File: src/rtl/plid_pkg.sv
// shared types, request and status codes for the positional list core
package plid_pkg;

    localparam int DEPTH_DEF = 16;
    localparam int REQ_W     = 3;
    localparam int DATA_W    = 32;
    localparam int POS_W     = 8;
    localparam int STATUS_W  = 2;
    localparam int COUNT_W   = 5;

    typedef logic [REQ_W-1:0]           req_t;
    typedef logic signed [DATA_W-1:0]   data_t;
    typedef logic [POS_W-1:0]           pos_t;
    typedef logic [STATUS_W-1:0]        status_t;
    typedef logic [COUNT_W-1:0]         count_t;

    localparam req_t REQ_INS_FRONT = 3'd0;
    localparam req_t REQ_INS_POS   = 3'd1;
    localparam req_t REQ_INS_END   = 3'd2;
    localparam req_t REQ_DEL_FRONT = 3'd3;
    localparam req_t REQ_DEL_POS   = 3'd4;
    localparam req_t REQ_DEL_END   = 3'd5;
    localparam req_t REQ_READ      = 3'd6;

    localparam status_t ST_OK    = 2'd0;
    localparam status_t ST_FULL  = 2'd1;
    localparam status_t ST_EMPTY = 2'd2;
    localparam status_t ST_RANGE = 2'd3;

    typedef struct packed {
        logic take_new;
        logic take_left;
        logic take_right;
    } cell_sel_t;

endpackage

File: src/rtl/plid_if.sv
// valid/ready channel interfaces for requests and responses
interface plid_req_if;
    logic             valid;
    logic             ready;
    plid_pkg::req_t   req_type;
    plid_pkg::data_t  item_value;
    plid_pkg::pos_t   position;

    modport source (output valid, output req_type, output item_value, output position,
                    input ready);
    modport sink   (input valid, input req_type, input item_value, input position,
                    output ready);
endinterface

interface plid_rsp_if;
    logic               valid;
    logic               ready;
    plid_pkg::status_t  status;
    plid_pkg::count_t   entry_count;
    plid_pkg::data_t    read_value;

    modport source (output valid, output status, output entry_count, output read_value,
                    input ready);
    modport sink   (input valid, input status, input entry_count, input read_value,
                    output ready);
endinterface

File: src/rtl/plid_cell.sv
// one list cell: holds an entry and takes a new value or a neighbor's on a shift
module plid_cell
(
    input  logic                clk,
    input  plid_pkg::cell_sel_t sel,
    input  plid_pkg::data_t     new_value,
    input  plid_pkg::data_t     left_value,
    input  plid_pkg::data_t     right_value,
    output plid_pkg::data_t     value
);

    plid_pkg::data_t value_reg;
    plid_pkg::data_t value_next;

    always_comb
    begin
        priority if (sel.take_new)
        begin
            value_next = new_value;
        end
        else if (sel.take_left)
        begin
            value_next = left_value;
        end
        else if (sel.take_right)
        begin
            value_next = right_value;
        end
        else
        begin
            value_next = value_reg;
        end
    end

    always_ff @(posedge clk)
    begin
        value_reg <= value_next;
    end

    assign value = value_reg;

endmodule

File: src/rtl/positional_list_insert_delete_core.sv
// positional list core: ordered list of signed values held in a row of shifting cells
//
// channels: req (sink) carries req_type, item_value and position; rsp (source)
// carries status, entry_count and read_value, one response beat per request beat.
// requests: insert at front / at position / at end, delete at front / at position /
// at end, read at position. an insert position past the end appends; a delete or
// read at or past the end is out of range (empty if the list is) and changes nothing.
// latency: the response beat is valid in the cycle after the request beat.
// throughput: one request per cycle while the response register is free or being
// taken; every cell at or past the target position shifts in the same cycle, at
// any depth. read is one DEPTH-way mux off the cell row.
// stall: the response sits in an output register; req.ready is high while that
// register is empty or being taken, so a stalled receiver holds one beat and
// stops new requests until it drains.
// reset: the count and the response valid clear at once; cell contents are
// undefined until written and are only ever read below the count.
module positional_list_insert_delete_core
#(
    parameter int DEPTH = plid_pkg::DEPTH_DEF
)
(
    input  logic         clk,
    input  logic         rst_n,
    plid_req_if.sink     req,
    plid_rsp_if.source   rsp
);

    localparam int CW   = $clog2(DEPTH + 1);
    localparam int IW   = $clog2(DEPTH);
    localparam int CMPW = (CW > plid_pkg::POS_W) ? CW : plid_pkg::POS_W;

    logic [CW-1:0]        cnt_reg;
    logic [CW-1:0]        cnt_next;
    logic                 rsp_valid_reg;
    logic                 rsp_valid_next;
    plid_pkg::status_t    status_reg;
    plid_pkg::count_t     count_reg;
    plid_pkg::data_t      read_reg;

    plid_pkg::data_t      cell_q [DEPTH];
    plid_pkg::cell_sel_t  sel    [DEPTH];

    logic [CMPW-1:0]      cnt_x;
    logic [CMPW-1:0]      pos_x;
    logic [CMPW-1:0]      at;
    logic                 is_ins;
    logic                 is_del;
    logic                 is_rd;
    logic                 full;
    logic                 empty;
    logic                 out_range;
    logic                 accept;
    logic                 do_ins;
    logic                 do_del;
    plid_pkg::status_t    st;
    plid_pkg::data_t      rd_val;

    assign req.ready = !rsp_valid_reg || rsp.ready;
    assign accept    = req.valid && req.ready;

    assign cnt_x = CMPW'(cnt_reg);
    assign pos_x = CMPW'(req.position);
    assign full  = (cnt_reg == CW'(DEPTH));
    assign empty = (cnt_reg == '0);

    // position decode
    always_comb
    begin
        is_ins = 1'b0;
        is_del = 1'b0;
        is_rd  = 1'b0;
        at     = '0;
        unique case (req.req_type)
            plid_pkg::REQ_INS_FRONT:
            begin
                is_ins = 1'b1;
                at     = '0;
            end
            plid_pkg::REQ_INS_POS:
            begin
                is_ins = 1'b1;
                at     = (pos_x > cnt_x) ? cnt_x : pos_x;
            end
            plid_pkg::REQ_INS_END:
            begin
                is_ins = 1'b1;
                at     = cnt_x;
            end
            plid_pkg::REQ_DEL_FRONT:
            begin
                is_del = 1'b1;
                at     = '0;
            end
            plid_pkg::REQ_DEL_POS:
            begin
                is_del = 1'b1;
                at     = pos_x;
            end
            plid_pkg::REQ_DEL_END:
            begin
                is_del = 1'b1;
                at     = cnt_x - CMPW'(1);
            end
            plid_pkg::REQ_READ:
            begin
                is_rd = 1'b1;
                at    = pos_x;
            end
            default:
            begin
                at = '0;
            end
        endcase
    end

    assign out_range = (at >= cnt_x);

    always_comb
    begin
        priority if (is_ins && full)
        begin
            st = plid_pkg::ST_FULL;
        end
        else if ((is_del || is_rd) && empty)
        begin
            st = plid_pkg::ST_EMPTY;
        end
        else if ((is_del || is_rd) && out_range)
        begin
            st = plid_pkg::ST_RANGE;
        end
        else
        begin
            st = plid_pkg::ST_OK;
        end
    end

    assign do_ins = accept && is_ins && !full;
    assign do_del = accept && is_del && !empty && !out_range;

    assign rd_val = (is_rd && !empty && !out_range) ? cell_q[at[IW-1:0]] : '0;

    always_comb
    begin
        priority if (do_ins)
        begin
            cnt_next = cnt_reg + CW'(1);
        end
        else if (do_del)
        begin
            cnt_next = cnt_reg - CW'(1);
        end
        else
        begin
            cnt_next = cnt_reg;
        end
    end

    // cell row
    for (genvar i = 0; i < DEPTH; i++)
    begin : g_cell
        localparam logic [CMPW-1:0] IDX = CMPW'(i);
        plid_pkg::data_t left_q;
        plid_pkg::data_t right_q;

        if (i == 0)
        begin : g_first
            assign left_q = cell_q[i];
        end
        else
        begin : g_inner_left
            assign left_q = cell_q[i-1];
        end

        if (i == DEPTH - 1)
        begin : g_last
            assign right_q = cell_q[i];
        end
        else
        begin : g_inner_right
            assign right_q = cell_q[i+1];
        end

        assign sel[i].take_new   = do_ins && (at == IDX);
        assign sel[i].take_left  = do_ins && (at < IDX);
        assign sel[i].take_right = do_del && (at <= IDX);

        plid_cell u_cell
        (
            .clk         (clk),
            .sel         (sel[i]),
            .new_value   (req.item_value),
            .left_value  (left_q),
            .right_value (right_q),
            .value       (cell_q[i])
        );
    end

    assign rsp_valid_next = accept ? 1'b1 : (rsp.ready ? 1'b0 : rsp_valid_reg);

    always_ff @(posedge clk or negedge rst_n)
    begin
        if (!rst_n)
        begin
            cnt_reg       <= '0;
            rsp_valid_reg <= 1'b0;
        end
        else
        begin
            cnt_reg       <= cnt_next;
            rsp_valid_reg <= rsp_valid_next;
        end
    end

    always_ff @(posedge clk)
    begin
        if (accept)
        begin
            status_reg <= st;
            count_reg  <= plid_pkg::count_t'(cnt_next);
            read_reg   <= rd_val;
        end
    end

    assign rsp.valid       = rsp_valid_reg;
    assign rsp.status      = status_reg;
    assign rsp.entry_count = count_reg;
    assign rsp.read_value  = read_reg;

endmodule

File: src/flat_wrapper.sv
// flat-port wrapper written by rule: the top's interface ports become plain ports
module positional_list_insert_delete_core_flat 
#(
    parameter int DEPTH = plid_pkg::DEPTH_DEF
)
  (clk, rst_n, req_valid, req_req_type, req_item_value, req_position, req_ready, rsp_valid, rsp_status, rsp_entry_count, rsp_read_value, rsp_ready);
  plid_req_if req_i ();
  plid_rsp_if rsp_i ();
  input  logic clk;
  input  logic rst_n;
  input wire logic [$bits(req_i.valid)-1:0] req_valid;
  input wire logic [$bits(req_i.req_type)-1:0] req_req_type;
  input wire logic [$bits(req_i.item_value)-1:0] req_item_value;
  input wire logic [$bits(req_i.position)-1:0] req_position;
  output wire logic [$bits(req_i.ready)-1:0] req_ready;
  output wire logic [$bits(rsp_i.valid)-1:0] rsp_valid;
  output wire logic [$bits(rsp_i.status)-1:0] rsp_status;
  output wire logic [$bits(rsp_i.entry_count)-1:0] rsp_entry_count;
  output wire logic [$bits(rsp_i.read_value)-1:0] rsp_read_value;
  input wire logic [$bits(rsp_i.ready)-1:0] rsp_ready;
  assign req_i.valid = req_valid;
  assign req_i.req_type = req_req_type;
  assign req_i.item_value = req_item_value;
  assign req_i.position = req_position;
  assign req_ready = req_i.ready;
  assign rsp_valid = rsp_i.valid;
  assign rsp_status = rsp_i.status;
  assign rsp_entry_count = rsp_i.entry_count;
  assign rsp_read_value = rsp_i.read_value;
  assign rsp_i.ready = rsp_ready;
  positional_list_insert_delete_core #(.DEPTH(DEPTH)) u_core (.clk(clk), .rst_n(rst_n), .req(req_i), .rsp(rsp_i));
endmodule
File: config.mk
export PLATFORM = sky130hd
export DESIGN_NAME = positional_list_insert_delete_core_flat
export DESIGN_NICKNAME = d
export VERILOG_FILES = /design/src/rtl/plid_pkg.sv /design/src/rtl/plid_if.sv /design/src/rtl/plid_cell.sv /design/src/rtl/positional_list_insert_delete_core.sv /design/src/flat_wrapper.sv
export SDC_FILE = /design/constraint.sdc
export NUM_CORES = 1
export LEC_CHECK = 0
export BUFFER_PORTS_ARGS = -buffer_cell sky130_fd_sc_hd__buf_4
export CORE_AREA = 10 10 296 298
export DETAILED_ROUTE_END_ITERATION = 12
export DIE_AREA = 0 0 306 308
export SETUP_SLACK_MARGIN = 0.05
export SYNTH_ARGS = -nofsm -noshare
export SYNTH_HDL_FRONTEND = slang
export SYNTH_SLANG_ARGS = --single-unit
File: constraint.sdc
create_clock -name clk -period 9.95 [get_ports clk]
set_clock_uncertainty 0.05 [all_clocks]
set_input_delay 2.4875 -clock clk [delete_from_list [all_inputs] [get_ports clk]]
set_output_delay 2.4875 -clock clk [all_outputs]
set_load 0.03 [all_outputs]
======== Yosys cells after proc, flatten, opt, wreduce, memory -nomap -nowiden ========
Index checks and enable logic that the tools add are counted.
storage, ports and cells
  register bits after elaboration ......... 557
  bits in latches ......................... 0
  bits in writable memories ............... 0
  memory bits (read-only) ................. 0
  input bits .............................. 47
  output and inout port bits .............. 41
  word-level logic and storage cells ...... 231
  memories ................................ 0
operators by class
  $add $sub $neg .......................... 3
  $mul .................................... 0
  div/mod/pow operators ................... 0
  magnitude comparators ................... 34
  eq/ne operators ......................... 23
  shift-type cells ........................ 0
  multiplexer cells ....................... 61
  bitwise operators ....................... 1
  reductions and logical operators ........ 88
operators with widths
  cell                                                        count
  two-way mux 32 bit                                          49
  binary-select mux 32 bit (select 4 bit)                     1
  equality test 8 x 4 -> 1 bit, second input constant         8
  less-than comparator 8 x 4 -> 1 bit, second input constant  8
  logical AND 1 bit                                           58
  <= comparator 8 x 4 -> 1 bit, second input constant         7
  nonzero test 3 bit                                          14
  equality test 8 x 3 -> 1 bit, second input constant         4
  <= comparator 8 x 3 -> 1 bit, second input constant         4
  less-than comparator 8 x 3 -> 1 bit, second input constant  4
  case mux 8 bit (4 select lines)                             1
  equality test 8 x 2 -> 1 bit, second input constant         2
  <= comparator 8 x 1 -> 1 bit, second input constant         2
  <= comparator 8 x 2 -> 1 bit, second input constant         2
  less-than comparator 8 x 1 -> 1 bit, second input constant  2
  less-than comparator 8 x 2 -> 1 bit, second input constant  2
  two-way mux 5 bit                                           2
  equality test 3 bit, second input constant                  3
  equality test 8 x 1 -> 1 bit, second input constant         1
  greater-or-equal comparator 8 x 5 -> 1 bit                  1
  > comparator 8 x 5 -> 1 bit                                 1
  logical NOT 8 bit                                           1
  two-way mux 8 bit                                           1
  equality test 3 x 2 -> 1 bit, second input constant         2
  18 further kinds                                            30

======== Depth between registers and ports, before layout ========
  depth in word-level cells ............... 10
  gate-level depth with buffers ........... 22
  depth with buffers taken out ............ 16

======== By module ========
Synthesis repeated with hierarchy kept, for this count alone.
unflattened totals
  cell total of the unflattened synthesis .. 3,204
  area total of the unflattened synthesis .. 33,761.1 sq um
modules (own cells, without submodules)
  module                              times used  cells each  area each (sq um)  sequential area each (sq um)
  plid_cell                           16          140         1,672.9            960.9
  positional_list_insert_delete_core  1           964         6,995.5            1,321.3

======== Least setup slack after synthesis ========
OpenSTA, ideal clock, no wires.
  path type ............................... input-to-reg
  start ................................... input req_position[3]
  end ..................................... register u_core.g_cell[1].u_cell.value_reg[0], enable pin
  setup time .............................. 0.461 ns
  arrival time ............................ 8.389 ns
  data required time ...................... 9.439 ns
  setup slack ............................. 1.050 ns
  stages on the path ...................... 19
  buffers on the path ..................... 5
  cells stage by stage .................... ha_1 -> a211oi_1 -> a21o_1 -> buf_2 -> a31o_2 -> nor2_2 -> inv_2 -> buf_2 -> buf_2 -> buf_1 -> ha_1 -> a21o_1 -> a21o_1 -> a21oi_1 -> o2111ai_1 -> a21o_1 -> or2_2 -> clkbuf_1 -> nor3_1
between the ends
  word-level cells in the longest chain between the ends .. 8
  elaborated cells between the ends (all ways) .. 13
  classes of those cells .................. 4 x order compare; 1 x eq/ne; 2 x mux; 6 x reduce/logical
ends and longest elaborated chain
  what                                        RTL line                                   RTL
  start: declaration                          flat_wrapper.sv:14                         input wire logic [$bits(req_i.position)-1:0] req_position;
  > comparator 8 x 5 -> 1 bit                 positional_list_insert_delete_core.sv:82   at = (pos_x > cnt_x) ? cnt_x : pos_x;
  two-way mux 8 bit                           positional_list_insert_delete_core.sv:82
  case mux 8 bit (4 select lines) *           positional_list_insert_delete_core.sv:73   unique case (req.req_type)
  greater-or-equal comparator 8 x 5 -> 1 bit  positional_list_insert_delete_core.sv:116  assign out_range = (at >= cnt_x);
  logical NOT 1 bit                           positional_list_insert_delete_core.sv:139  assign do_del = accept && is_del && !empty && !out_range;
  logical AND 1 bit                           positional_list_insert_delete_core.sv:139
  logical AND 1 bit                           positional_list_insert_delete_core.sv:186  assign sel[i].take_right = do_del && (at <= IDX);
  nonzero test 3 bit (no line) *              -
  end signal: assignment                      plid_cell.sv:37                            value_reg <= value_next;
  end: declaration                            plid_cell.sv:12                            plid_pkg::data_t value_reg;
Mark *: on every way between the ends. The rest lies on a longest branch, timed or not.
A chain may end at the register's enable or synchronous reset.

======== Final worst setup path ========
  start ................................... input req_position[3]
  end ..................................... register u_core.g_cell[5].u_cell.value_reg[22], enable pin
between the ends
  word-level cells in the longest chain between the ends .. 8
  elaborated cells between the ends (all ways) .. 13
  classes of those cells .................. 4 x order compare; 1 x eq/ne; 2 x mux; 6 x reduce/logical
ends and longest elaborated chain
  what                                        RTL line
  > comparator 8 x 5 -> 1 bit                 positional_list_insert_delete_core.sv:82
  two-way mux 8 bit                           positional_list_insert_delete_core.sv:82
  case mux 8 bit (4 select lines) *           positional_list_insert_delete_core.sv:73
  greater-or-equal comparator 8 x 5 -> 1 bit  positional_list_insert_delete_core.sv:116
  logical NOT 1 bit                           positional_list_insert_delete_core.sv:139
  logical AND 1 bit                           positional_list_insert_delete_core.sv:139
  logical AND 1 bit                           positional_list_insert_delete_core.sv:186
  nonzero test 3 bit (no line) *              -
  end signal: assignment                      plid_cell.sv:37
  end: declaration                            plid_cell.sv:12
Marks and branches as above.

==> metrics.txt <==
proportion of synthesized area in mux cells 10.4%; CTS Hold Bufs 0; setup TNS 0 ps; Max Cap Viol 0; H-Tree Level Count 2; Synth Register Bits 557; clk sinks 557; clock root buffer clkbuf_16; Synth Area in Simple Gates 14.7%; largest net degree at the start of global routing 127; final wirelength 129000 um; setup bufs post-CTS 0; Max Freq 122 MHz; Longest Clk Path Bufs 3; Residual DRC 0; register area share after synthesis 51.4%; Synth Instances 3263; gpl congestion 0.876; CTS tree done; met2 WL post-DR 57800 um; Setup CP Type in2reg; Post-DRT Antenna Nets 0; Max-slew headroom 16.4%; LEAKAGE 13.3 nW; row count 105; status finished, final reports clean; Synth Warn # 0; Hold Crit Class reg2reg; CP Launch Type input pin; DR top layer met5; Fillers 7702; Slew @ Worst Pin 1240 ps; max-slew violations 0; Power Dens Cells 207 mW/mm^2; die width 306 um; Synth Area in Adders 0.501%; number of synthesized flops with an enable pin 551; Initial Utilization 39.8%; Hold Violations, Final 0; global-route wire length before repair 186000 um; vias in the first global route 26400; syn_nets 3323; max reg flops 512; Port Buffer Count 87; met1 wire length 50700 um; CTS Buf Count 61; period utilization 82.3%; most frequent cells in the layout 551 x edfxtp_1, 481 x nand2_1, 360 x nor2_1; Worst Setup End Kind register; Clock transition at path regs 60 ps; Avg WL per Cell 29.9 um; synth unique cells 74; CP max FO 80; Tmin final 8190 ps; initial antenna violation count 1; die area 0.0942 mm^2; initial drt markers 4043; core area 0.0816 mm^2; DR vias 28000; total power 7.43 mW; CP Data Required Time 10170 ps; GRT Residual Overflow 0; WL met3 13800 um; Primary FF master, synth edfxtp_1; ANT cells 0; xor/xnor cell area share of the yosys netlist 0.189%; nets 3237; P&R area growth vs syn 10.8%; Max IR drop VDD 0.158 mV; DP HPWL 77900 um; Synth Cell Area 0.0325 mm^2; gr usage total 26.1%; vias per cell 6.52; commonest non-fill, non-tap cell in the layout edfxtp_1; I/O Pins 88; # resized after CTS 0; main combinational cell family by area after synthesis compound AO/OA/AOI/OAI gates; die height 308 um; Pre-antenna DRT Iters 9; Final Setup Violations 0; share of layout cells above drive strength 1 12.7%; crit path DAT 8410 ps; fraction of registers with async set/reset 1.08%; RSZ-0062 raised after global routing false; complex-gate fraction of the synthesized area 17.9%; Worst-Skew Late Latency 660 ps; post-synthesis area per instance 9.96 um^2
==> power by group <==
group          total, mW  internal, mW  switching [mW]  leakage (nW)
Clock               2.27          1.25            1.02         0.942
Sequential          3.06          2.87           0.189          5.11
Combinational       2.10         0.610            1.49          7.26
Total               7.43          4.73            2.70          13.3
==> cells by family after synthesis <==
logic type,Yosys count
xor+xnor,7
simple gates,1110
flops,557
mux,329
compound gates,881
fa+ha+maj,13
buf+inv,366
==> cell usage after synthesis (all sizes together), types with 3 or more instances <==
master / n / area share [%]
nor4: 3 / 0.15
or4: 3 / 0.081
a31oi: 163 / 3.1
nand3: 129 / 2.0
a221o: 33 / 1.0
clkbuf: 182 / 2.1
a221oi: 13 / 0.54
buf: 134 / 2.3
a32oi: 42 / 1.1
o211ai: 5 / 0.15
ha: 13 / 0.50
nand2: 482 / 5.6
a21o: 8 / 0.18
a311oi: 20 / 0.54
nand2b: 4 / 0.077
a32o: 14 / 0.43
xnor2: 6 / 0.16
edfxtp: 551 / 51
a21boi: 4 / 0.13
nor4b: 19 / 0.51
mux2i: 264 / 8.1
and3: 66 / 1.3
a22oi: 20 / 0.46
a211oi: 61 / 1.4
a2bb2oi: 32 / 0.86
nand4: 12 / 0.25
a41o: 19 / 0.59
nor2: 376 / 4.4
and2: 3 / 0.058
a21oi: 210 / 3.3
nor3: 7 / 0.18
mux2: 65 / 2.3
inv: 50 / 0.59
o22ai: 33 / 0.64
o21ai: 190 / 3.0
dfrtp: 6 / 0.46
==> worst max-delay path, stage by stage <==
cell       delay, ps
buf_4            130
ha_1             320
a211oi_1         400
a21o_1           430
a31o_2           690
nor2_4           140
inv_8            430
ha_1             340
a21o_1           150
a21o_1           180
a21oi_1          270
o2111ai_1        270
a21o_1           510
or2_2            560
nor2_4           500
buf_4            520
==> through the flow <==
step,area [um^2],util [%],hold WS [ps],cells,setup slack (ps)
finish,36000,44.1,491,4298,1760
global route,36000,44.1,518,4298,1520
CTS,36000,44.1,501,4298,1850
detailed placement,34100,41.8,483,4184,1190
global placement,34100,41.8,475,4184,1280
floorplan,32500,-,494,3263,1050
==> worst paths after layout <==
path	start	end	slack (ps)	cells after the start
setup / recovery	req_position[3]	u_core.g_cell[5].u_cell.value[22]	1760	16
max in group asynchronous	rst_n	u_core.rsp.valid	8140	1
hold / removal	u_core.rsp.valid	u_core.rsp.valid	490	2
min in group asynchronous	rst_n	u_core.cnt_reg[0]	1590	1
hold reg to reg	u_core.rsp.valid	u_core.rsp.valid	490	2
setup reg to reg	u_core.cnt_reg[2]	u_core.g_cell[5].u_cell.value[22]	3060	17
==> cell type report <==
type | instances | area [um^2] | area share (%)
clock buffers | 76 | 1600 | 4.45
clock inverters | 38 | 332 | 0.921
inverters | 50 | 200 | 0.556
multi-input cells | 2340 | 14500 | 40.4
flip-flops and latches | 557 | 16700 | 46.4
well taps | 1070 | 1340 | 3.72
repair buffers | 167 | 1300 | 3.62
==> metal layers <==
metal  GRT usage, %  up-vias
li1               -    12100
met2           41.2     1971
met3           5.52      335
met4           11.9        2
met5              0        -
met1           34.2    13700
Power figures use the tool's default switching activity.
